==> src/adcl_pkg.sv <==
// Shared types, character constants and command tables of the ASCII DDS command line parser.
// Used by the front classifier, the item queue, the back parser and the top level.
// Depends on nothing.
package adcl_pkg;

    // Characters recognized by the parser
    localparam logic [7:0] CH_NUL   = 8'h00;
    localparam logic [7:0] CH_TAB   = 8'h09;
    localparam logic [7:0] CH_LF    = 8'h0A;
    localparam logic [7:0] CH_VT    = 8'h0B;
    localparam logic [7:0] CH_FF    = 8'h0C;
    localparam logic [7:0] CH_CR    = 8'h0D;
    localparam logic [7:0] CH_SPACE = 8'h20;
    localparam logic [7:0] CH_PLUS  = 8'h2B;
    localparam logic [7:0] CH_COMMA = 8'h2C;
    localparam logic [7:0] CH_MINUS = 8'h2D;
    localparam logic [7:0] CH_ZERO  = 8'h30;
    localparam logic [7:0] CH_NINE  = 8'h39;

    // Saturation limits of a field
    localparam logic [31:0] SAT_POS = 32'h7FFF_FFFF;
    localparam logic [35:0] SAT_MAG = 36'h0_8000_0000;

    // Item queue between front and back
    localparam int QUEUE_DEPTH = 4;
    localparam int QPTR_W      = 2;
    localparam int QCNT_W      = 3;

    // Number of argument slots in a result
    localparam int ARG_SLOTS = 4;

    typedef enum logic [1:0] {
        TK_CHAR,
        TK_EOL,
        TK_ABORT
    } t_kind;

    typedef enum logic [2:0] {
        CL_DIGIT,
        CL_BLANK,
        CL_SIGN,
        CL_COMMA,
        CL_NUL,
        CL_OTHER
    } t_class;

    typedef struct packed {
        t_kind      kind;
        t_class     cls;
        logic [7:0] data;
    } t_token;

    typedef enum logic [2:0] {
        CMD_NONE = 3'd0,
        CMD_SIN  = 3'd1,
        CMD_BPSK = 3'd2,
        CMD_FSK  = 3'd3,
        CMD_OSK  = 3'd4,
        CMD_AM   = 3'd5,
        CMD_RFSK = 3'd6
    } t_cmd;

    typedef enum logic [1:0] {
        PH_EMPTY,
        PH_BLANK,
        PH_SIGN,
        PH_DIGIT
    } t_phase;

    // Result item, command in the lowest bits
    typedef struct packed {
        logic [31:0] arg_fourth;
        logic [31:0] arg_third;
        logic [31:0] arg_second;
        logic [31:0] arg_first;
        t_cmd        command;
    } t_result;

    function automatic t_class classify(logic [7:0] c);
        t_class cls;
        if (c >= CH_ZERO && c <= CH_NINE) begin
            cls = CL_DIGIT;
        end else if (c == CH_SPACE || c == CH_TAB || c == CH_VT || c == CH_FF) begin
            cls = CL_BLANK;
        end else if (c == CH_PLUS || c == CH_MINUS) begin
            cls = CL_SIGN;
        end else if (c == CH_COMMA) begin
            cls = CL_COMMA;
        end else if (c == CH_NUL) begin
            cls = CL_NUL;
        end else begin
            cls = CL_OTHER;
        end
        return cls;
    endfunction

    // Command selected by the first character of a line
    function automatic t_cmd first_cmd(logic [7:0] c);
        t_cmd cmd;
        case (c)
            "s":     cmd = CMD_SIN;
            "b":     cmd = CMD_BPSK;
            "f":     cmd = CMD_FSK;
            "o":     cmd = CMD_OSK;
            "a":     cmd = CMD_AM;
            "r":     cmd = CMD_RFSK;
            default: cmd = CMD_NONE;
        endcase
        return cmd;
    endfunction

    // Character at position k of a command's prefix
    function automatic logic [7:0] prefix_char(t_cmd cmd, logic [2:0] k);
        logic [4:0][7:0] txt;
        logic [7:0]      ch;
        case (cmd)
            CMD_SIN:  txt = {8'h00, ",", "n", "i", "s"};
            CMD_BPSK: txt = {",", "k", "s", "p", "b"};
            CMD_FSK:  txt = {8'h00, ",", "k", "s", "f"};
            CMD_OSK:  txt = {8'h00, ",", "k", "s", "o"};
            CMD_AM:   txt = {8'h00, 8'h00, ",", "m", "a"};
            CMD_RFSK: txt = {",", "k", "s", "f", "r"};
            default:  txt = '0;
        endcase
        case (k)
            3'd0:    ch = txt[0];
            3'd1:    ch = txt[1];
            3'd2:    ch = txt[2];
            3'd3:    ch = txt[3];
            3'd4:    ch = txt[4];
            default: ch = 8'h00;
        endcase
        return ch;
    endfunction

    function automatic logic [2:0] prefix_len(t_cmd cmd);
        logic [2:0] len;
        case (cmd)
            CMD_SIN:  len = 3'd4;
            CMD_BPSK: len = 3'd5;
            CMD_FSK:  len = 3'd4;
            CMD_OSK:  len = 3'd4;
            CMD_AM:   len = 3'd3;
            CMD_RFSK: len = 3'd5;
            default:  len = 3'd0;
        endcase
        return len;
    endfunction

    function automatic logic [2:0] field_count(t_cmd cmd);
        logic [2:0] cnt;
        case (cmd)
            CMD_SIN:  cnt = 3'd2;
            CMD_BPSK: cnt = 3'd2;
            CMD_FSK:  cnt = 3'd2;
            CMD_OSK:  cnt = 3'd1;
            CMD_AM:   cnt = 3'd1;
            CMD_RFSK: cnt = 3'd4;
            default:  cnt = 3'd0;
        endcase
        return cnt;
    endfunction

    function automatic logic [31:0] value_mask(t_cmd cmd);
        logic [31:0] mask;
        case (cmd)
            CMD_BPSK: mask = 32'h0000_FFFF;
            CMD_OSK:  mask = 32'h0000_00FF;
            CMD_AM:   mask = 32'h0000_FFFF;
            default:  mask = 32'hFFFF_FFFF;
        endcase
        return mask;
    endfunction

endpackage

==> src/adcl_front.sv <==
// Front end: counts the bytes of a line, spots line ends and overlong lines, classifies bytes.
// Depends on adcl_pkg.
module adcl_front #(
    parameter int LINE_CAPACITY = 128
) (
    input  logic                i_clk,
    input  logic                i_rst_n,
    input  logic                i_valid,
    input  logic [7:0]          i_data,
    input  logic                i_q_full,
    output logic                o_ready,
    output logic                o_push,
    output adcl_pkg::t_token    o_token
);

    localparam int CNT_W = $clog2(LINE_CAPACITY);

    logic [CNT_W-1:0] r_count;
    logic [CNT_W-1:0] n_count;
    logic             at_limit;
    logic             is_eol;

    assign o_ready  = !i_q_full;
    assign o_push   = i_valid && !i_q_full;
    assign at_limit = (r_count == CNT_W'(LINE_CAPACITY - 1));
    assign is_eol   = (i_data == adcl_pkg::CH_CR) || (i_data == adcl_pkg::CH_LF);

    always_comb begin
        o_token.data = i_data;
        o_token.cls  = adcl_pkg::classify(i_data);
        if (at_limit) begin
            o_token.kind = adcl_pkg::TK_ABORT;
        end else if (is_eol) begin
            o_token.kind = adcl_pkg::TK_EOL;
        end else begin
            o_token.kind = adcl_pkg::TK_CHAR;
        end
    end

    // Restart the count on a line end or when a full line is dropped
    always_comb begin
        n_count = r_count;
        if (o_push) begin
            if (at_limit || is_eol) begin
                n_count = '0;
            end else begin
                n_count = r_count + CNT_W'(1);
            end
        end
    end

    always_ff @(posedge i_clk) begin
        if (!i_rst_n) begin
            r_count <= '0;
        end else begin
            r_count <= n_count;
        end
    end

endmodule

==> src/adcl_queue.sv <==
// Short item queue between the front classifier and the back parser.
// Depends on adcl_pkg.
module adcl_queue (
    input  logic                i_clk,
    input  logic                i_rst_n,
    input  logic                i_push,
    input  adcl_pkg::t_token    i_token,
    input  logic                i_pop,
    output logic                o_valid,
    output logic                o_full,
    output adcl_pkg::t_token    o_token
);

    adcl_pkg::t_token                r_mem [adcl_pkg::QUEUE_DEPTH];
    logic [adcl_pkg::QPTR_W-1:0]     r_wptr;
    logic [adcl_pkg::QPTR_W-1:0]     r_rptr;
    logic [adcl_pkg::QCNT_W-1:0]     r_cnt;
    logic                            do_pop;

    assign o_valid = (r_cnt != '0);
    assign o_full  = (r_cnt == adcl_pkg::QCNT_W'(adcl_pkg::QUEUE_DEPTH));
    assign o_token = r_mem[r_rptr];
    assign do_pop  = i_pop && o_valid;

    always_ff @(posedge i_clk) begin
        if (i_push) begin
            r_mem[r_wptr] <= i_token;
        end
    end

    always_ff @(posedge i_clk) begin
        if (!i_rst_n) begin
            r_wptr <= '0;
            r_rptr <= '0;
            r_cnt  <= '0;
        end else begin
            if (i_push) begin
                r_wptr <= r_wptr + adcl_pkg::QPTR_W'(1);
            end
            if (do_pop) begin
                r_rptr <= r_rptr + adcl_pkg::QPTR_W'(1);
            end
            case ({i_push, do_pop})
                2'b10:   r_cnt <= r_cnt + adcl_pkg::QCNT_W'(1);
                2'b01:   r_cnt <= r_cnt - adcl_pkg::QCNT_W'(1);
                default: r_cnt <= r_cnt;
            endcase
        end
    end

endmodule

==> src/adcl_back.sv <==
// Back end: prefix matching, decimal field parsing and the registered result stage.
// Depends on adcl_pkg.
module adcl_back (
    input  logic                i_clk,
    input  logic                i_rst_n,
    input  logic                i_q_valid,
    input  adcl_pkg::t_token    i_token,
    output logic                o_pop,
    output logic                o_out_valid,
    input  logic                i_out_ready,
    output adcl_pkg::t_result   o_result
);

    adcl_pkg::t_cmd                                 r_cmd;
    adcl_pkg::t_cmd                                 n_cmd;
    logic [2:0]                                     r_k;
    logic [2:0]                                     n_k;
    logic [1:0]                                     r_fnum;
    logic [1:0]                                     n_fnum;
    adcl_pkg::t_phase                               r_phase;
    adcl_pkg::t_phase                               n_phase;
    logic                                           r_neg;
    logic                                           n_neg;
    logic [adcl_pkg::ARG_SLOTS-1:0][31:0]           r_val;
    logic [adcl_pkg::ARG_SLOTS-1:0][31:0]           n_val;
    logic                                           r_rej;
    logic                                           n_rej;
    logic                                           r_ended;
    logic                                           n_ended;
    logic                                           r_out_valid;
    logic                                           n_out_valid;
    adcl_pkg::t_result                              r_out;
    adcl_pkg::t_result                              n_out;

    logic                                           clr_line;
    logic [31:0]                                    mag;
    logic [31:0]                                    fin_val;
    logic [35:0]                                    prod;
    logic                                           in_fields;
    logic                                           fields_ok;
    logic [adcl_pkg::ARG_SLOTS-1:0][31:0]           args;
    adcl_pkg::t_cmd                                 start_cmd;

    assign o_pop       = i_q_valid && (!r_out_valid || i_out_ready);
    assign o_out_valid = r_out_valid;
    assign o_result    = r_out;

    // Current field value, closed as it would be at a comma or line end
    assign mag     = r_val[r_fnum];
    assign fin_val = r_neg ? (32'd0 - mag) : ((mag > adcl_pkg::SAT_POS) ? adcl_pkg::SAT_POS : mag);
    assign prod    = ({4'd0, mag} << 3) + ({4'd0, mag} << 1)
                   + {32'd0, i_token.data[3:0]};
    assign start_cmd = adcl_pkg::first_cmd(i_token.data);

    assign in_fields = (r_cmd != adcl_pkg::CMD_NONE) && (r_k == adcl_pkg::prefix_len(r_cmd));
    assign fields_ok = !r_rej && in_fields
                     && (({1'b0, r_fnum} + 3'd1) == adcl_pkg::field_count(r_cmd))
                     && (r_phase != adcl_pkg::PH_BLANK) && (r_phase != adcl_pkg::PH_SIGN);

    always_comb begin
        for (int j = 0; j < adcl_pkg::ARG_SLOTS; j++) begin
            if (j < int'(r_fnum)) begin
                args[j] = r_val[j] & adcl_pkg::value_mask(r_cmd);
            end else if (j == int'(r_fnum)) begin
                args[j] = fin_val & adcl_pkg::value_mask(r_cmd);
            end else begin
                args[j] = '0;
            end
        end
    end

    always_comb begin
        n_cmd       = r_cmd;
        n_k         = r_k;
        n_fnum      = r_fnum;
        n_phase     = r_phase;
        n_neg       = r_neg;
        n_val       = r_val;
        n_rej       = r_rej;
        n_ended     = r_ended;
        n_out_valid = r_out_valid && !i_out_ready;
        n_out       = r_out;
        clr_line    = 1'b0;

        if (o_pop) begin
            case (i_token.kind)
                adcl_pkg::TK_ABORT: begin
                    clr_line = 1'b1;
                end
                adcl_pkg::TK_EOL: begin
                    n_out_valid = 1'b1;
                    n_out       = '0;
                    if (fields_ok) begin
                        n_out.command    = r_cmd;
                        n_out.arg_first  = args[0];
                        n_out.arg_second = args[1];
                        n_out.arg_third  = args[2];
                        n_out.arg_fourth = args[3];
                    end
                    clr_line = 1'b1;
                end
                adcl_pkg::TK_CHAR: begin
                    if (!r_ended && !r_rej) begin
                        if (i_token.cls == adcl_pkg::CL_NUL) begin
                            n_ended = 1'b1;
                        end else if (r_cmd == adcl_pkg::CMD_NONE) begin
                            n_cmd = start_cmd;
                            n_k   = 3'd1;
                            if (start_cmd == adcl_pkg::CMD_NONE) begin
                                n_k   = 3'd0;
                                n_rej = 1'b1;
                            end
                        end else if (!in_fields) begin
                            if (adcl_pkg::prefix_char(r_cmd, r_k) == i_token.data) begin
                                n_k = r_k + 3'd1;
                            end else begin
                                n_rej = 1'b1;
                            end
                        end else begin
                            case (i_token.cls)
                                adcl_pkg::CL_DIGIT: begin
                                    n_val[r_fnum] = (prod > adcl_pkg::SAT_MAG)
                                                  ? adcl_pkg::SAT_MAG[31:0] : prod[31:0];
                                    n_phase = adcl_pkg::PH_DIGIT;
                                end
                                adcl_pkg::CL_BLANK: begin
                                    if (r_phase == adcl_pkg::PH_EMPTY
                                        || r_phase == adcl_pkg::PH_BLANK) begin
                                        n_phase = adcl_pkg::PH_BLANK;
                                    end else begin
                                        n_rej = 1'b1;
                                    end
                                end
                                adcl_pkg::CL_SIGN: begin
                                    if (r_phase == adcl_pkg::PH_EMPTY
                                        || r_phase == adcl_pkg::PH_BLANK) begin
                                        n_phase = adcl_pkg::PH_SIGN;
                                        n_neg   = (i_token.data == adcl_pkg::CH_MINUS);
                                    end else begin
                                        n_rej = 1'b1;
                                    end
                                end
                                adcl_pkg::CL_COMMA: begin
                                    // close the field only if another one may follow
                                    if ((({1'b0, r_fnum} + 3'd1) < adcl_pkg::field_count(r_cmd))
                                        && r_phase != adcl_pkg::PH_BLANK
                                        && r_phase != adcl_pkg::PH_SIGN) begin
                                        n_val[r_fnum] = fin_val;
                                        n_fnum        = r_fnum + 2'd1;
                                        n_phase       = adcl_pkg::PH_EMPTY;
                                        n_neg         = 1'b0;
                                    end else begin
                                        n_rej = 1'b1;
                                    end
                                end
                                default: begin
                                    n_rej = 1'b1;
                                end
                            endcase
                        end
                    end
                end
                default: ;
            endcase
        end

        if (clr_line) begin
            n_cmd   = adcl_pkg::CMD_NONE;
            n_k     = 3'd0;
            n_fnum  = 2'd0;
            n_phase = adcl_pkg::PH_EMPTY;
            n_neg   = 1'b0;
            n_val   = '0;
            n_rej   = 1'b0;
            n_ended = 1'b0;
        end
    end

    always_ff @(posedge i_clk) begin
        if (!i_rst_n) begin
            r_cmd       <= adcl_pkg::CMD_NONE;
            r_k         <= 3'd0;
            r_fnum      <= 2'd0;
            r_phase     <= adcl_pkg::PH_EMPTY;
            r_neg       <= 1'b0;
            r_val       <= '0;
            r_rej       <= 1'b0;
            r_ended     <= 1'b0;
            r_out_valid <= 1'b0;
        end else begin
            r_cmd       <= n_cmd;
            r_k         <= n_k;
            r_fnum      <= n_fnum;
            r_phase     <= n_phase;
            r_neg       <= n_neg;
            r_val       <= n_val;
            r_rej       <= n_rej;
            r_ended     <= n_ended;
            r_out_valid <= n_out_valid;
        end
    end

    always_ff @(posedge i_clk) begin
        r_out <= n_out;
    end

`ifndef ASSERT_OFF
    a_none_has_no_args: assert property (@(posedge i_clk) disable iff (!i_rst_n)
        (r_out_valid && r_out.command == adcl_pkg::CMD_NONE) |->
        (r_out.arg_first == '0 && r_out.arg_second == '0
         && r_out.arg_third == '0 && r_out.arg_fourth == '0))
        else $error("malformed line result carries argument bits");

    a_prefix_bound: assert property (@(posedge i_clk) disable iff (!i_rst_n)
        (r_cmd != adcl_pkg::CMD_NONE) |->
        (r_k != 3'd0 && r_k <= adcl_pkg::prefix_len(r_cmd)))
        else $error("prefix position outside the command's prefix");

    a_extra_args_zero: assert property (@(posedge i_clk) disable iff (!i_rst_n)
        (r_out_valid && r_out.command != adcl_pkg::CMD_RFSK) |->
        (r_out.arg_third == '0 && r_out.arg_fourth == '0))
        else $error("third or fourth argument set for a short command");

    a_field_bound: assert property (@(posedge i_clk) disable iff (!i_rst_n)
        (r_fnum != 2'd0) |->
        (in_fields && ({1'b0, r_fnum} < adcl_pkg::field_count(r_cmd))))
        else $error("field index beyond the command's field count");
`endif

endmodule

==> src/ascii_dds_command_line_parser.sv <==
// A line-end byte accepted from the slave side is held in the queue and then registered into the
//   result by the back parser before its result item shows on the master side.
// Throughput: one byte per cycle while the queue has room; the back parser handles one queued
//   byte a cycle. A result waiting on the master side stalls only the back; the four-entry
//   queue keeps accepting bytes until it fills.
// Reset (synchronous, active low) empties the queue, drops any pending result and starts a
//   fresh line with all field values at zero.
module ascii_dds_command_line_parser #(
    parameter int LINE_CAPACITY = 128
) (
    input  logic          i_clk,
    input  logic          i_rst_n,
    // slave side
    input  logic          i_s_tvalid,
    output logic          o_s_tready,
    input  logic [7:0]    i_s_tdata,    // [7:0] rx_byte
    // master side
    output logic          o_m_tvalid,
    input  logic          i_m_tready,
    output logic [135:0]  o_m_tdata     // [2:0] command, [34:3] arg_first, [66:35] arg_second,
                                        // [98:67] arg_third, [130:99] arg_fourth, rest zero
);

    // Front to queue
    logic                 front_push;
    adcl_pkg::t_token     front_token;
    logic                 q_full;

    // Queue to back
    logic                 q_valid;
    logic                 back_pop;
    adcl_pkg::t_token     q_token;

    adcl_pkg::t_result    result;

    // Count line bytes, mark line ends and overlong lines, classify each byte
    adcl_front #(
        .LINE_CAPACITY (LINE_CAPACITY)
    ) u_front (
        .i_clk    (i_clk),
        .i_rst_n  (i_rst_n),
        .i_valid  (i_s_tvalid),
        .i_data   (i_s_tdata),
        .i_q_full (q_full),
        .o_ready  (o_s_tready),
        .o_push   (front_push),
        .o_token  (front_token)
    );

    // Decouple byte intake from result delivery
    adcl_queue u_queue (
        .i_clk   (i_clk),
        .i_rst_n (i_rst_n),
        .i_push  (front_push),
        .i_token (front_token),
        .i_pop   (back_pop),
        .o_valid (q_valid),
        .o_full  (q_full),
        .o_token (q_token)
    );

    // Match prefixes, parse fields, emit one result per line end
    adcl_back u_back (
        .i_clk       (i_clk),
        .i_rst_n     (i_rst_n),
        .i_q_valid   (q_valid),
        .i_token     (q_token),
        .o_pop       (back_pop),
        .o_out_valid (o_m_tvalid),
        .i_out_ready (i_m_tready),
        .o_result    (result)
    );

    // Pad the 131-bit result to whole bytes
    assign o_m_tdata = {5'd0, result};

endmodule

==> config.mk <==
export PLATFORM = sky130hd
export DESIGN_NAME = ascii_dds_command_line_parser
export DESIGN_NICKNAME = d
export VERILOG_FILES = /design/src/adcl_pkg.sv /design/src/adcl_front.sv /design/src/adcl_queue.sv /design/src/adcl_back.sv /design/src/ascii_dds_command_line_parser.sv
export SDC_FILE = /design/constraint.sdc
export NUM_CORES = 1
export LEC_CHECK = 0
export ABC_AREA = 0
export BUFFER_PORTS_ARGS = -buffer_cell sky130_fd_sc_hd__clkbuf_2
export CORE_MARGIN = 2
export CORE_UTILIZATION = 50
export DETAILED_ROUTE_END_ITERATION = 7
export GPL_ROUTABILITY_DRIVEN = 0
export PLACE_DENSITY = 0.64
export SETUP_SLACK_MARGIN = 0.5
export SYNTH_ARGS = -nofsm -noshare
export SYNTH_HDL_FRONTEND = slang
export SYNTH_SLANG_ARGS = --single-unit
==> constraint.sdc <==
create_clock -name i_clk -period 5.65 [get_ports i_clk]
set_clock_uncertainty 0.2 [all_clocks]
set_input_delay 0.8475 -clock i_clk [delete_from_list [all_inputs] [get_ports i_clk]]
set_output_delay 0.8475 -clock i_clk [all_outputs]
set_load 0.01 [all_outputs]
* Word-level counts from Yosys, hierarchy flattened
Memories as Yosys holds them, arrays and structs flattened. A register that Yosys moved wholly into a read port is not among the register bits.
Cells that the tools add are included.
** Cells by class
- $add $sub $neg :: 11
- $lt $le $gt $ge :: 10
- Eq/ne operators :: 54
- Mux-type cells :: 81
- Bitwise operators :: 10
- Reductions and logical operators :: 60
** Operators by type and width (count)
- 32-bit two-way mux :: 21
- 128-bit bitwise mux :: 2
- 128-bit one-hot mux with 2 select lines :: 1
- 38-bit one-hot mux with 6 select lines :: 1
- 32-bit bitwise AND :: 7
- 128-bit two-way mux :: 1
- 32-bit binary-select mux with 2-bit select :: 1
- 32-bit demux with 2-bit select :: 1
- 32-bit one-hot mux with 2 select lines :: 1
- 8-bit by 7-bit equality test with 1-bit output, second input constant :: 6
- 8-bit two-way mux :: 6
- 3-bit two-way mux :: 14
- 8-bit by 4-bit equality test with 1-bit output, second input constant :: 5
- 8-bit by 6-bit equality test with 1-bit output, second input constant :: 5
- 8-bit one-hot mux with 5 select lines :: 1
- 35-bit by 33-bit adder with 36-bit output :: 1
- 36-bit by 4-bit adder with 36-bit output :: 1
- 36-bit by 32-bit greater-than comparator with 1-bit output, second input constant :: 1
- 32-bit by 31-bit greater-than comparator with 1-bit output, second input constant :: 1
- 1-bit by 32-bit subtractor with 32-bit output, first input constant :: 1
- 3-bit by 2-bit equality test with 1-bit output, second input constant :: 6
- 3-bit equality test, second input constant :: 6
- 3-bit one-hot mux with 3 select lines :: 2
- 3-bit one-hot mux with 6 select lines :: 1
- 51 further kinds :: 133
** Word-level totals
- Bits in registers :: 287
- RAM bits :: 52
- Output and inout bits :: 138
- Logic and storage cells :: 248
- Memories :: 1
** Memory list
- u_queue.r_mem :: words 4, bits a word 13, read ports 1, clocked after Yosys merged registers in 1, wr ports 1, line adcl_queue.sv:14 : adcl_pkg::t_token r_mem [adcl_pkg::QUEUE_DEPTH];

* Depth between registers and ports, before layout
Gate-level depths: netlist of run 1.
- Depth in word-level cells :: 18
- Mapped depth :: 21
- Depth with buffers taken out :: 15

* By module
From an unflattened synthesis of run 1, not the netlist that was laid out.
** Unflattened totals
- Cells, all modules :: 1994
- Area total of the unflattened synthesis :: 19313.5 um^2
** By module, submodules not included
- adcl_back :: instances 1, cells an instance 1800, area each 16319.4 um^2, seq. area each 6776.5 um^2
- adcl_queue :: instances 1, cells an instance 114, area each 2354.8 um^2, seq. area each 1741.7 um^2
- adcl_front :: instances 1, cells an instance 74, area each 598.1 um^2, seq. area each 140.1 um^2
- ascii_dds_command_line_parser :: instances 1, cells an instance 6, area each 41.3 um^2, seq. area each 0.0 um^2

* Least setup slack after synthesis of run 1
OpenSTA, ideal clock, no wires.
- Kind :: register -> register
- From :: register u_back.r_fnum[0]
- To :: register u_back.r_val[119] in the netlist's numbering
- Library setup time :: 0.095 ns
- Data arrival time :: 4.860 ns
- Required time :: 5.355 ns
- Setup slack :: 0.495 ns
- Stages on the path, launching flop included :: 20
- Period minus slack after synthesis :: 5.155 ns
- Path through :: dfxtp_1 > buf_6 > buf_6 > buf_6 > buf_2 > mux4_2 > ha_1 > ha_1 > clkbuf_1 > a21oi_1 > o211ai_1 > a21o_1 > a211o_1 > a211oi_1 > a211oi_1 > nor4_1 > a311oi_1 > a21o_1 > buf_2 > a221oi_1
** Between the ends
- Cells in the longest elaborated chain, start to end :: 8
** RTL lines
- from (decl) :: line adcl_back.sv:18 : logic [1:0] r_fnum;
- from (signal assigned) :: line adcl_back.sv:193 : r_fnum <= n_fnum;
- 32-bit binary-select mux with 2-bit select :: line adcl_back.sv:49 : assign mag = r_val[r_fnum];
- 32-bit two-way mux (implied by the code) :: line adcl_back.sv:49
- 35-bit by 33-bit adder with 36-bit output or 32-bit by 31-bit greater-than comparator with 1-bit output (tied branches) :: line adcl_back.sv:51, adcl_back.sv:50
- 36-bit by 4-bit adder with 36-bit output or 32-bit two-way mux (tied branches) :: line adcl_back.sv:52, adcl_back.sv:50
- 36-bit by 32-bit greater-than comparator with 1-bit output or 32-bit two-way mux (tied branches) :: line adcl_back.sv:122, adcl_back.sv:50
- 32-bit two-way mux or 128-bit bitwise mux (tied branches) :: line adcl_back.sv:123, adcl_back.sv:148
- 128-bit bitwise mux or 128-bit two-way mux (tied branches) :: line adcl_back.sv:122, adcl_back.sv:145
- 128-bit one-hot mux with 2 select lines :: line adcl_back.sv:120 : case (i_token.cls)
- to (signal assigned) :: line adcl_back.sv:196 : r_val <= n_val;
- to (decl) :: line adcl_back.sv:24 : logic [adcl_pkg::ARG_SLOTS-1:0][31:0] r_val;
Parallel ways exist; a longest one is shown, timed or not. The select of a mux whose other input is x is not followed.
A chain may end at the register's enable or synchronous reset.

* Final worst setup path of run 1
- From :: register u_back.r_fnum[0]
- To :: register u_back.r_val[21] in the netlist's numbering
The elaborated chain is that of the path after synthesis.

==> results of run 1 <==
## layer usage
layer	up-vias	routed length, um	global-route usage (%)
li1	7717	-	-
met1	8176	24400	38.7
met2	922	26900	45.5
met3	168	5950	6.37
met4	0	2710	12.7
met5	-	0	0
## cell families (layout without fill, tap and decap cells)
group / after synthesis / count (layout) / synth area share (%)
compound gates: 641 / 641 / 21.8
simple gates: 567 / 567 / 14.3
flops: 341 / 341 / 44.4
buf+inv: 183 / 341 / 3.90
fa+ha+maj: 88 / 88 / 5.74
mux: 82 / 82 / 7.11
xor+xnor: 61 / 61 / 2.74
other cells: 1 / 5 / 0.0192
## where the power goes
group	leakage (nW)	total [mW]	internal [mW]	switching [mW]
combinational	5.02	1.24	0.412	0.830
clock	0.579	2.37	1.35	1.01
sequential	2.98	3.03	2.94	0.0865
total	8.58	6.64	4.71	1.93
## synthesized netlist by cell type (5+ instances only)
master,n
xor2_1,28
nand3_1,23
nand4b_1,5
nor3b_1,9
a22o_1,18
mux4_2,45
mux2i_1,34
nor2b_1,19
a21boi_0,6
buf_4,6
inv_1,42
a21o_1,26
nand2b_1,11
and3_1,8
o21ai_0,150
nand2_1,125
o211ai_1,14
o21ai_1,14
ha_1,84
a32oi_1,5
clkbuf_1,103
o31a_1,15
nor4_1,14
a221oi_1,22
edfxtp_1,183
nor2_1,215
a21oi_1,120
a21boi_1,7
and2_1,34
or2_2,7
buf_2,17
nor3_1,30
dfxtp_1,158
xnor2_1,33
o21a_1,14
nand4_1,17
a31o_2,5
a22oi_1,54
a31oi_1,20
a211oi_1,82
or3_1,15
buf_1,10
o221ai_1,7
## state kept, by name, indices dropped and copies added, names as in the netlist, 2 cells and up, named ones only
register         cells
u_queue.r_cnt        3
u_queue.r_mem       52
u_back.r_val       128
u_queue.r_rptr       2
u_front.r_count      7
u_back.r_cmd         3
u_back.o_result    131
u_back.r_phase       2
u_queue.r_wptr       2
u_back.r_fnum        2
u_back.r_k           3
## worst max path at each step
stage / endpoint / slack, ns / cells past startpoint
CTS: u_back.r_val[12]$_SDFFE_PP0P_ / 0.49 / 16
global placement: u_back.r_val[25]$_SDFFE_PP0P_ / 0.23 / 16
finish: u_back.r_val[21]$_SDFFE_PP0P_ / 0.52 / 18
floorplan: u_back.r_val[119]$_SDFFE_PP0P_ / 0.54 / 19
global route: u_back.r_val[55]$_SDFFE_PP0P_ / 0.47 / 17
detailed placement: u_back.r_val[19]$_SDFFE_PP0P_ / 0.15 / 14
## stage by stage
stage	setup WS, ns	hold WS [ns]	cell area [um^2]	cells	util (%)
after floorplan	0.540	0.231	19500	1968	-
after detailed placement	0.149	0.256	20900	2555	54.3
final	0.518	0.263	22600	2644	58.7
after CTS	0.494	0.264	22300	2625	57.7
after global routing	0.467	0.289	22600	2644	58.7
after global placement	0.230	0.239	20900	2555	54.3
## timing repair
item / in CTS / in global routing
pin swaps: 0 / 9
buffers inserted: 2 / 18
resized for setup: 18 / 48
cloned: 0 / 1
endpoints found under the setup margin: 126 / 128
## layout make-up
type                            count  area, um^2
Fill cell                        3335       15900
Multi-Input combinational cell   1444       10400
Sequential cell                   341        8660
Timing Repair Buffer              230        1520
Clock buffer                       54        1090
Tap cell                          518         648
Inverter                           43         164
Clock inverter                     14        96.3
## critical path, delay by kind of cell, from the launching register on
family	cells	cell delay (ns)
and+or+nand+nor	4	1.05
AOI/OAI and AO/OA	5	0.95
adders and majority gates	3	0.91
buffers and inverters	4	0.62
muxes	1	0.59
DFF	1	0.48
xor gates and xnor gates	1	0.23
==> reports/metrics.csv, run 1 <==
stage,metric,value,unit
synthesis,ys_async_sr_fraction,0,%
clock_network,cts_tree,done,
placed_design,portBuffers,144,
detailed_routing,first_pass_iters,6,
final_layout,drive_gt1_share,19.9,%
pwr,p_total,6.64,mW
global_routing,grt_pass1_vias,16100,
synthesis,synth_edf_count,183,
floorplanning,dieHeight,202,um
global_routing,grt_overflow,0,
worst_setup_path,cp-start-kind,flip-flop,
synthesis,yosysUniqueCellTypes,97,
pwr,peakVddDrop,0.000307,V
synthesis,ys_seq_area_share,44.4,%
synthesis,synth.largest_area_cell,edfxtp_1,
synthesis,netlist.area_leader.share,28.2,%
final_layout,syn2layout_area_growth,15.9,%
timing,finalCriticalPeriod,5.13,ns
worst_hold_path,hp-start,u_back.r_ended$_SDFFE_PP0P_,
worst_setup_path,crit_required,5.92,ns
placed_design,dp_hpwl,41400,um
global_routing,grt_pass1_wl,91900,um
detailed_routing,wl_per_cell,22.7,um
synthesis,synth_cells,1964,
clock_network,clockBufferDepth,3,
detailed_routing,drtIter0Drc,1726,
floorplanning,core,38600,um^2
clock_network,clock_latency,0.58,ns
synthesis,synth-main-ff-cell,edfxtp_1,
worst_hold_path,hold_path_depth,2,
clock_network,cts.sinks,341,
detailed_routing,drc_errors,0,
timing,drv_slew,0,
floorplanning,rows,72,
pwr,p_leak,8.58,nW
timing,fin_tns_setup,0,ns
worst_hold_path,worstHoldPathType,flip-flop to flip-flop,
synthesis,ys_warn_count,0,
detailed_routing,ant_nets,0,
clock_network,ctsHoldBuffers,0,
timing,min_period_over_period,90.8,%
global_routing,grt_max_degree,132,
worst_setup_path,critPathLaunch,u_back.r_fnum[0]$_SDFFE_PP0P_,
timing,worst_pin_slew,1.20,ns
pwr,power.density,293,nW/um^2
synthesis,synthTopCellsByArea,"edfxtp_1 (28%), dfxtp_1 (16%), ha_1 (5.4%), mux4_2 (5.2%), nor2_1 (4.1%)",
final_layout,layout_common_cells,"nor2_1 (213), edfxtp_1 (183), dfxtp_1 (156), o21ai_0 (149), clkbuf_2 (144)",
synthesis,ys_seq_elements,341,
worst_setup_path,reg2reg_setup_slack,0.52,ns
run,maxCapViolations,0,
floorplanning,initial_utilization,50.6,%
final_layout,final_common_cell,nor2_1,
clock_network,clk_pin_slew,0.06,ns
worst_setup_path,end_kind,flip-flop,
final_layout,antennaDiodeCount,0,
worst_setup_path,worstPathCellList,"buf_12, mux4_2, ha_1, ha_1, inv_1, fa_1, nand2b_1, a21oi_1, xnor2_1, nand4_1, nor4_2, o2111ai_1, nor4_2, buf_4, a311oi_2, a21o_1, buf_12, a211oi_1",
timing,finalSetupViolations,0,
outcome,outcome,finished clean,
timing,fmax,195,MHz
global_routing,track_usage,29.0,%
worst_setup_path,cp_slowest_cell,mux4_2,
timing,slew_headroom,19.7,%
worst_setup_path,worstPathArrival,5.41,ns
worst_setup_path,worst-setup-path-type,flip-flop to flip-flop,
synthesis,syn_area_per_cell,9.94,um^2
timing,rsz0062_at_grt,yes,
worst_setup_path,cp_max_fo,10,
timing,hold_violations,0,
floorplanning,dieArea,40600,um^2
detailed_routing,viasPerCell,6.42,
clock_network,cts_buffers,38,
floorplanning,ios,150,
worst_setup_path,slowest_delay,0.59,ns
worst_setup_path,r2r-end,u_back.r_val[21]$_SDFFE_PP0P_,
final_layout,fin_nets,2197,
detailed_routing,finalWirelength,60000,um
worst_hold_path,hold_end,u_back.r_ended$_SDFFE_PP0P_,
clock_network,h-tree-depth,2,
global_routing,antenna_found_initial,0,
floorplanning,die_w,202,um
synthesis,syn_area,19500,um^2
detailed_routing,vias,17000,
clock_network,cts-root-buf,clkbuf_16,
worst_setup_path,reg2regPathDepth,18,
worst_setup_path,timing.rr.start,u_back.r_fnum[0]$_SDFFE_PP0P_,
Power figures use the tool's default switching activity.
==> run 2, diff against run 1 <==
--- a/config.mk
+++ b/config.mk
@@ -9,6 +9,7 @@
 export BUFFER_PORTS_ARGS = -buffer_cell sky130_fd_sc_hd__clkbuf_2
 export CORE_MARGIN = 2
 export CORE_UTILIZATION = 50
+export CTS_BUF_LIST = sky130_fd_sc_hd__clkbuf_4 sky130_fd_sc_hd__clkbuf_8
 export DETAILED_ROUTE_END_ITERATION = 7
 export GPL_ROUTABILITY_DRIVEN = 0
 export PLACE_DENSITY = 0.64
==> run 2 against run 1 <==
Register-to-register slack lost 0.02 ns. Fmax fell by 0.30%. Die area unchanged. Global-route usage is essentially flat. Combinational power barely moved. Worst setup slack lost 0.016 ns. Final cell count up 1.4%. Sequential share of layout area is 0.093 points higher. Clock power is 3% lower. First-iteration DRC count increased by 5.6%. Total power is 0.94% lower.
==> reports/metrics.csv, run 2 (synthesis results as in run 1) <==
stage,metric,value,unit
clock_network,clockBufferDepth,3,
worst_setup_path,slowest_delay,0.60,ns
final_layout,layout_common_cells,"nor2_1 (213), edfxtp_1 (183), dfxtp_1 (155), o21ai_0 (149), clkbuf_2 (144)",
final_layout,fillers,3346,
final_layout,fin_area,22600,um^2
global_routing,grt_max_degree,132,
clock_network,ctsHoldBuffers,0,
clock_network,cts_tree,done,
timing,fin_hold_ws,0.263,ns
final_layout,regArea,8670,um^2
detailed_routing,vias,17000,
final_layout,syn2layout_area_growth,15.7,%
pwr,p_leak,8.63,nW
worst_setup_path,endpoint,u_back.r_val[55]$_SDFFE_PP0P_,
floorplanning,dieHeight,202,um
worst_setup_path,cp_slowest_cell,mux4_2,
floorplanning,ios,150,
outcome,outcome,finished clean,
pwr,power.density,291,nW/um^2
pwr,peakVddDrop,0.000260,V
timing,drv_slew,0,
final_layout,fin_nets,2214,
detailed_routing,finalWirelength,59800,um
floorplanning,core,38600,um^2
final_layout,antennaDiodeCount,0,
worst_setup_path,worstPathCellList,"buf_12, mux4_2, ha_1, ha_1, inv_1, fa_1, nand2b_1, a21oi_1, xnor2_2, nand4_1, nor4_2, o2111ai_1, nor4_2, buf_4, a311oi_2, a21o_1, buf_12, a221oi_1",
worst_setup_path,end_kind,flip-flop,
timing,min_period_over_period,91.1,%
final_layout,drive_gt1_share,21.5,%
worst_setup_path,reg2reg_setup_slack,0.50,ns
detailed_routing,drtIter0Drc,1823,
final_layout,multi_input_area,10400,um^2
placed_design,dp_hpwl,41400,um
worst_setup_path,cp_top_family,simple AND/OR/NAND/NOR gates,
clock_network,cts.sinks,341,
floorplanning,dieArea,40600,um^2
worst_hold_path,worstHoldPathType,flip-flop to flip-flop,
final_layout,stdcell_count,2681,
floorplanning,die_w,202,um
detailed_routing,wl_per_cell,22.3,um
final_layout,largest_reg_flops,131,
timing,finalSetupViolations,0,
timing,hold_violations,0,
timing,fin_tns_setup,0,ns
clock_network,clock_latency,0.66,ns
worst_setup_path,critPathLaunch,u_back.r_fnum[0]$_SDFFE_PP0P_,
timing,slew_headroom,20.3,%
global_routing,grt_pass1_wl,92700,um
clock_network,cts_buffers,56,
global_routing,antenna_found_initial,0,
global_routing,track_usage,29.0,%
placed_design,placed_cells,2555,
detailed_routing,first_pass_iters,6,
worst_setup_path,path_depth,18,
final_layout,post-route-util,58.6,%
worst_setup_path,timing.rr.start,u_back.r_fnum[0]$_SDFFE_PP0P_,
pwr,p_total,6.58,mW
detailed_routing,ant_nets,0,
placed_design,portBuffers,144,
timing,fmax,194,MHz
clock_network,clk_pin_slew,0.07,ns
timing,worst_pin_slew,1.19,ns
placed_design,placed_area,20900,um^2
worst_setup_path,reg2regPathDepth,18,
worst_setup_path,crit_required,6.00,ns
floorplanning,initial_utilization,50.6,%
worst_setup_path,cp_max_fo,12,
worst_setup_path,worst-setup-path-type,flip-flop to flip-flop,
worst_setup_path,worstPathArrival,5.50,ns
final_layout,final_common_cell,nor2_1,
timing,layout_setup_ws,0.503,ns
worst_setup_path,crit_buf_inv,4,
global_routing,grt_overflow,0,
worst_setup_path,r2r-end,u_back.r_val[55]$_SDFFE_PP0P_,
floorplanning,rows,72,
global_routing,grt_pass1_vias,16300,
timing,rsz0062_at_grt,yes,
worst_setup_path,cp-start-kind,flip-flop,
run,maxCapViolations,0,
detailed_routing,viasPerCell,6.32,
clock_network,h-tree-depth,2,
detailed_routing,drc_errors,0,
placed_design,pre_cts_slack,0.149,ns
clock_network,cts-root-buf,clkbuf_8,
timing,finalCriticalPeriod,5.15,ns
[run 2: worst min path at each step]
stage	startpoint	depth (start not counted)	end
after floorplan	u_back.r_ended$_SDFFE_PP0P_	2	u_back.r_ended$_SDFFE_PP0P_
after global placement	u_back.r_ended$_SDFFE_PP0P_	2	u_back.r_ended$_SDFFE_PP0P_
after detailed placement	u_back.r_val[127]$_SDFFE_PP0P_	2	u_back.r_val[127]$_SDFFE_PP0P_
after CTS	i_s_tdata[3]	1	u_queue.r_mem[1][3]$_DFFE_PP_
after global routing	i_s_tdata[3]	1	u_queue.r_mem[1][3]$_DFFE_PP_
final	u_back.r_ended$_SDFFE_PP0P_	2	u_back.r_ended$_SDFFE_PP0P_
[run 2: cell type report]
cell class / count / share of cell area [%]
clock buffers: 82 / 4.39
well taps: 518 / 2.87
clock inverters: 24 / 0.865
multi-input cells: 1444 / 46.2
flip-flops and latches: 341 / 38.4
repair buffers: 229 / 6.58
inverters: 43 / 0.726
[run 2: report_power, final]
part | leakage (nW) | internal [mW] | total, mW | switching, mW
Clock | 0.638 | 1.27 | 2.30 | 1.03
Sequential | 2.99 | 2.94 | 3.03 | 0.0870
Combinational | 5.00 | 0.414 | 1.24 | 0.831
[run 2: routing by layer]
layer	track usage, %	routed length [um]	up-vias
met5	0	0	-
met2	45.9	27400	931
li1	-	-	7758
met3	5.34	5730	155
met4	12.6	2250	0
met1	39.0	24500	8110
[run 2: timing repair]
item,in CTS,in global routing
resized for setup,17,48
pin swaps,0,10
setup buffers,2,18
setup endpoints to repair,128,128
[run 2: worst reg2reg max path, cell delays in order (launching register included)]
cell and delay, ns:
dfxtp_4 0.43, buf_12 0.19, mux4_2 0.60, ha_1 0.32, ha_1 0.18, inv_1 0.07
fa_1 0.40, nand2b_1 0.21, a21oi_1 0.23, xnor2_2 0.18, nand4_1 0.18, nor4_2 0.43
o2111ai_1 0.20, nor4_2 0.24, buf_4 0.22, a311oi_2 0.11, a21o_1 0.23, buf_12 0.16
a221oi_1 0.29
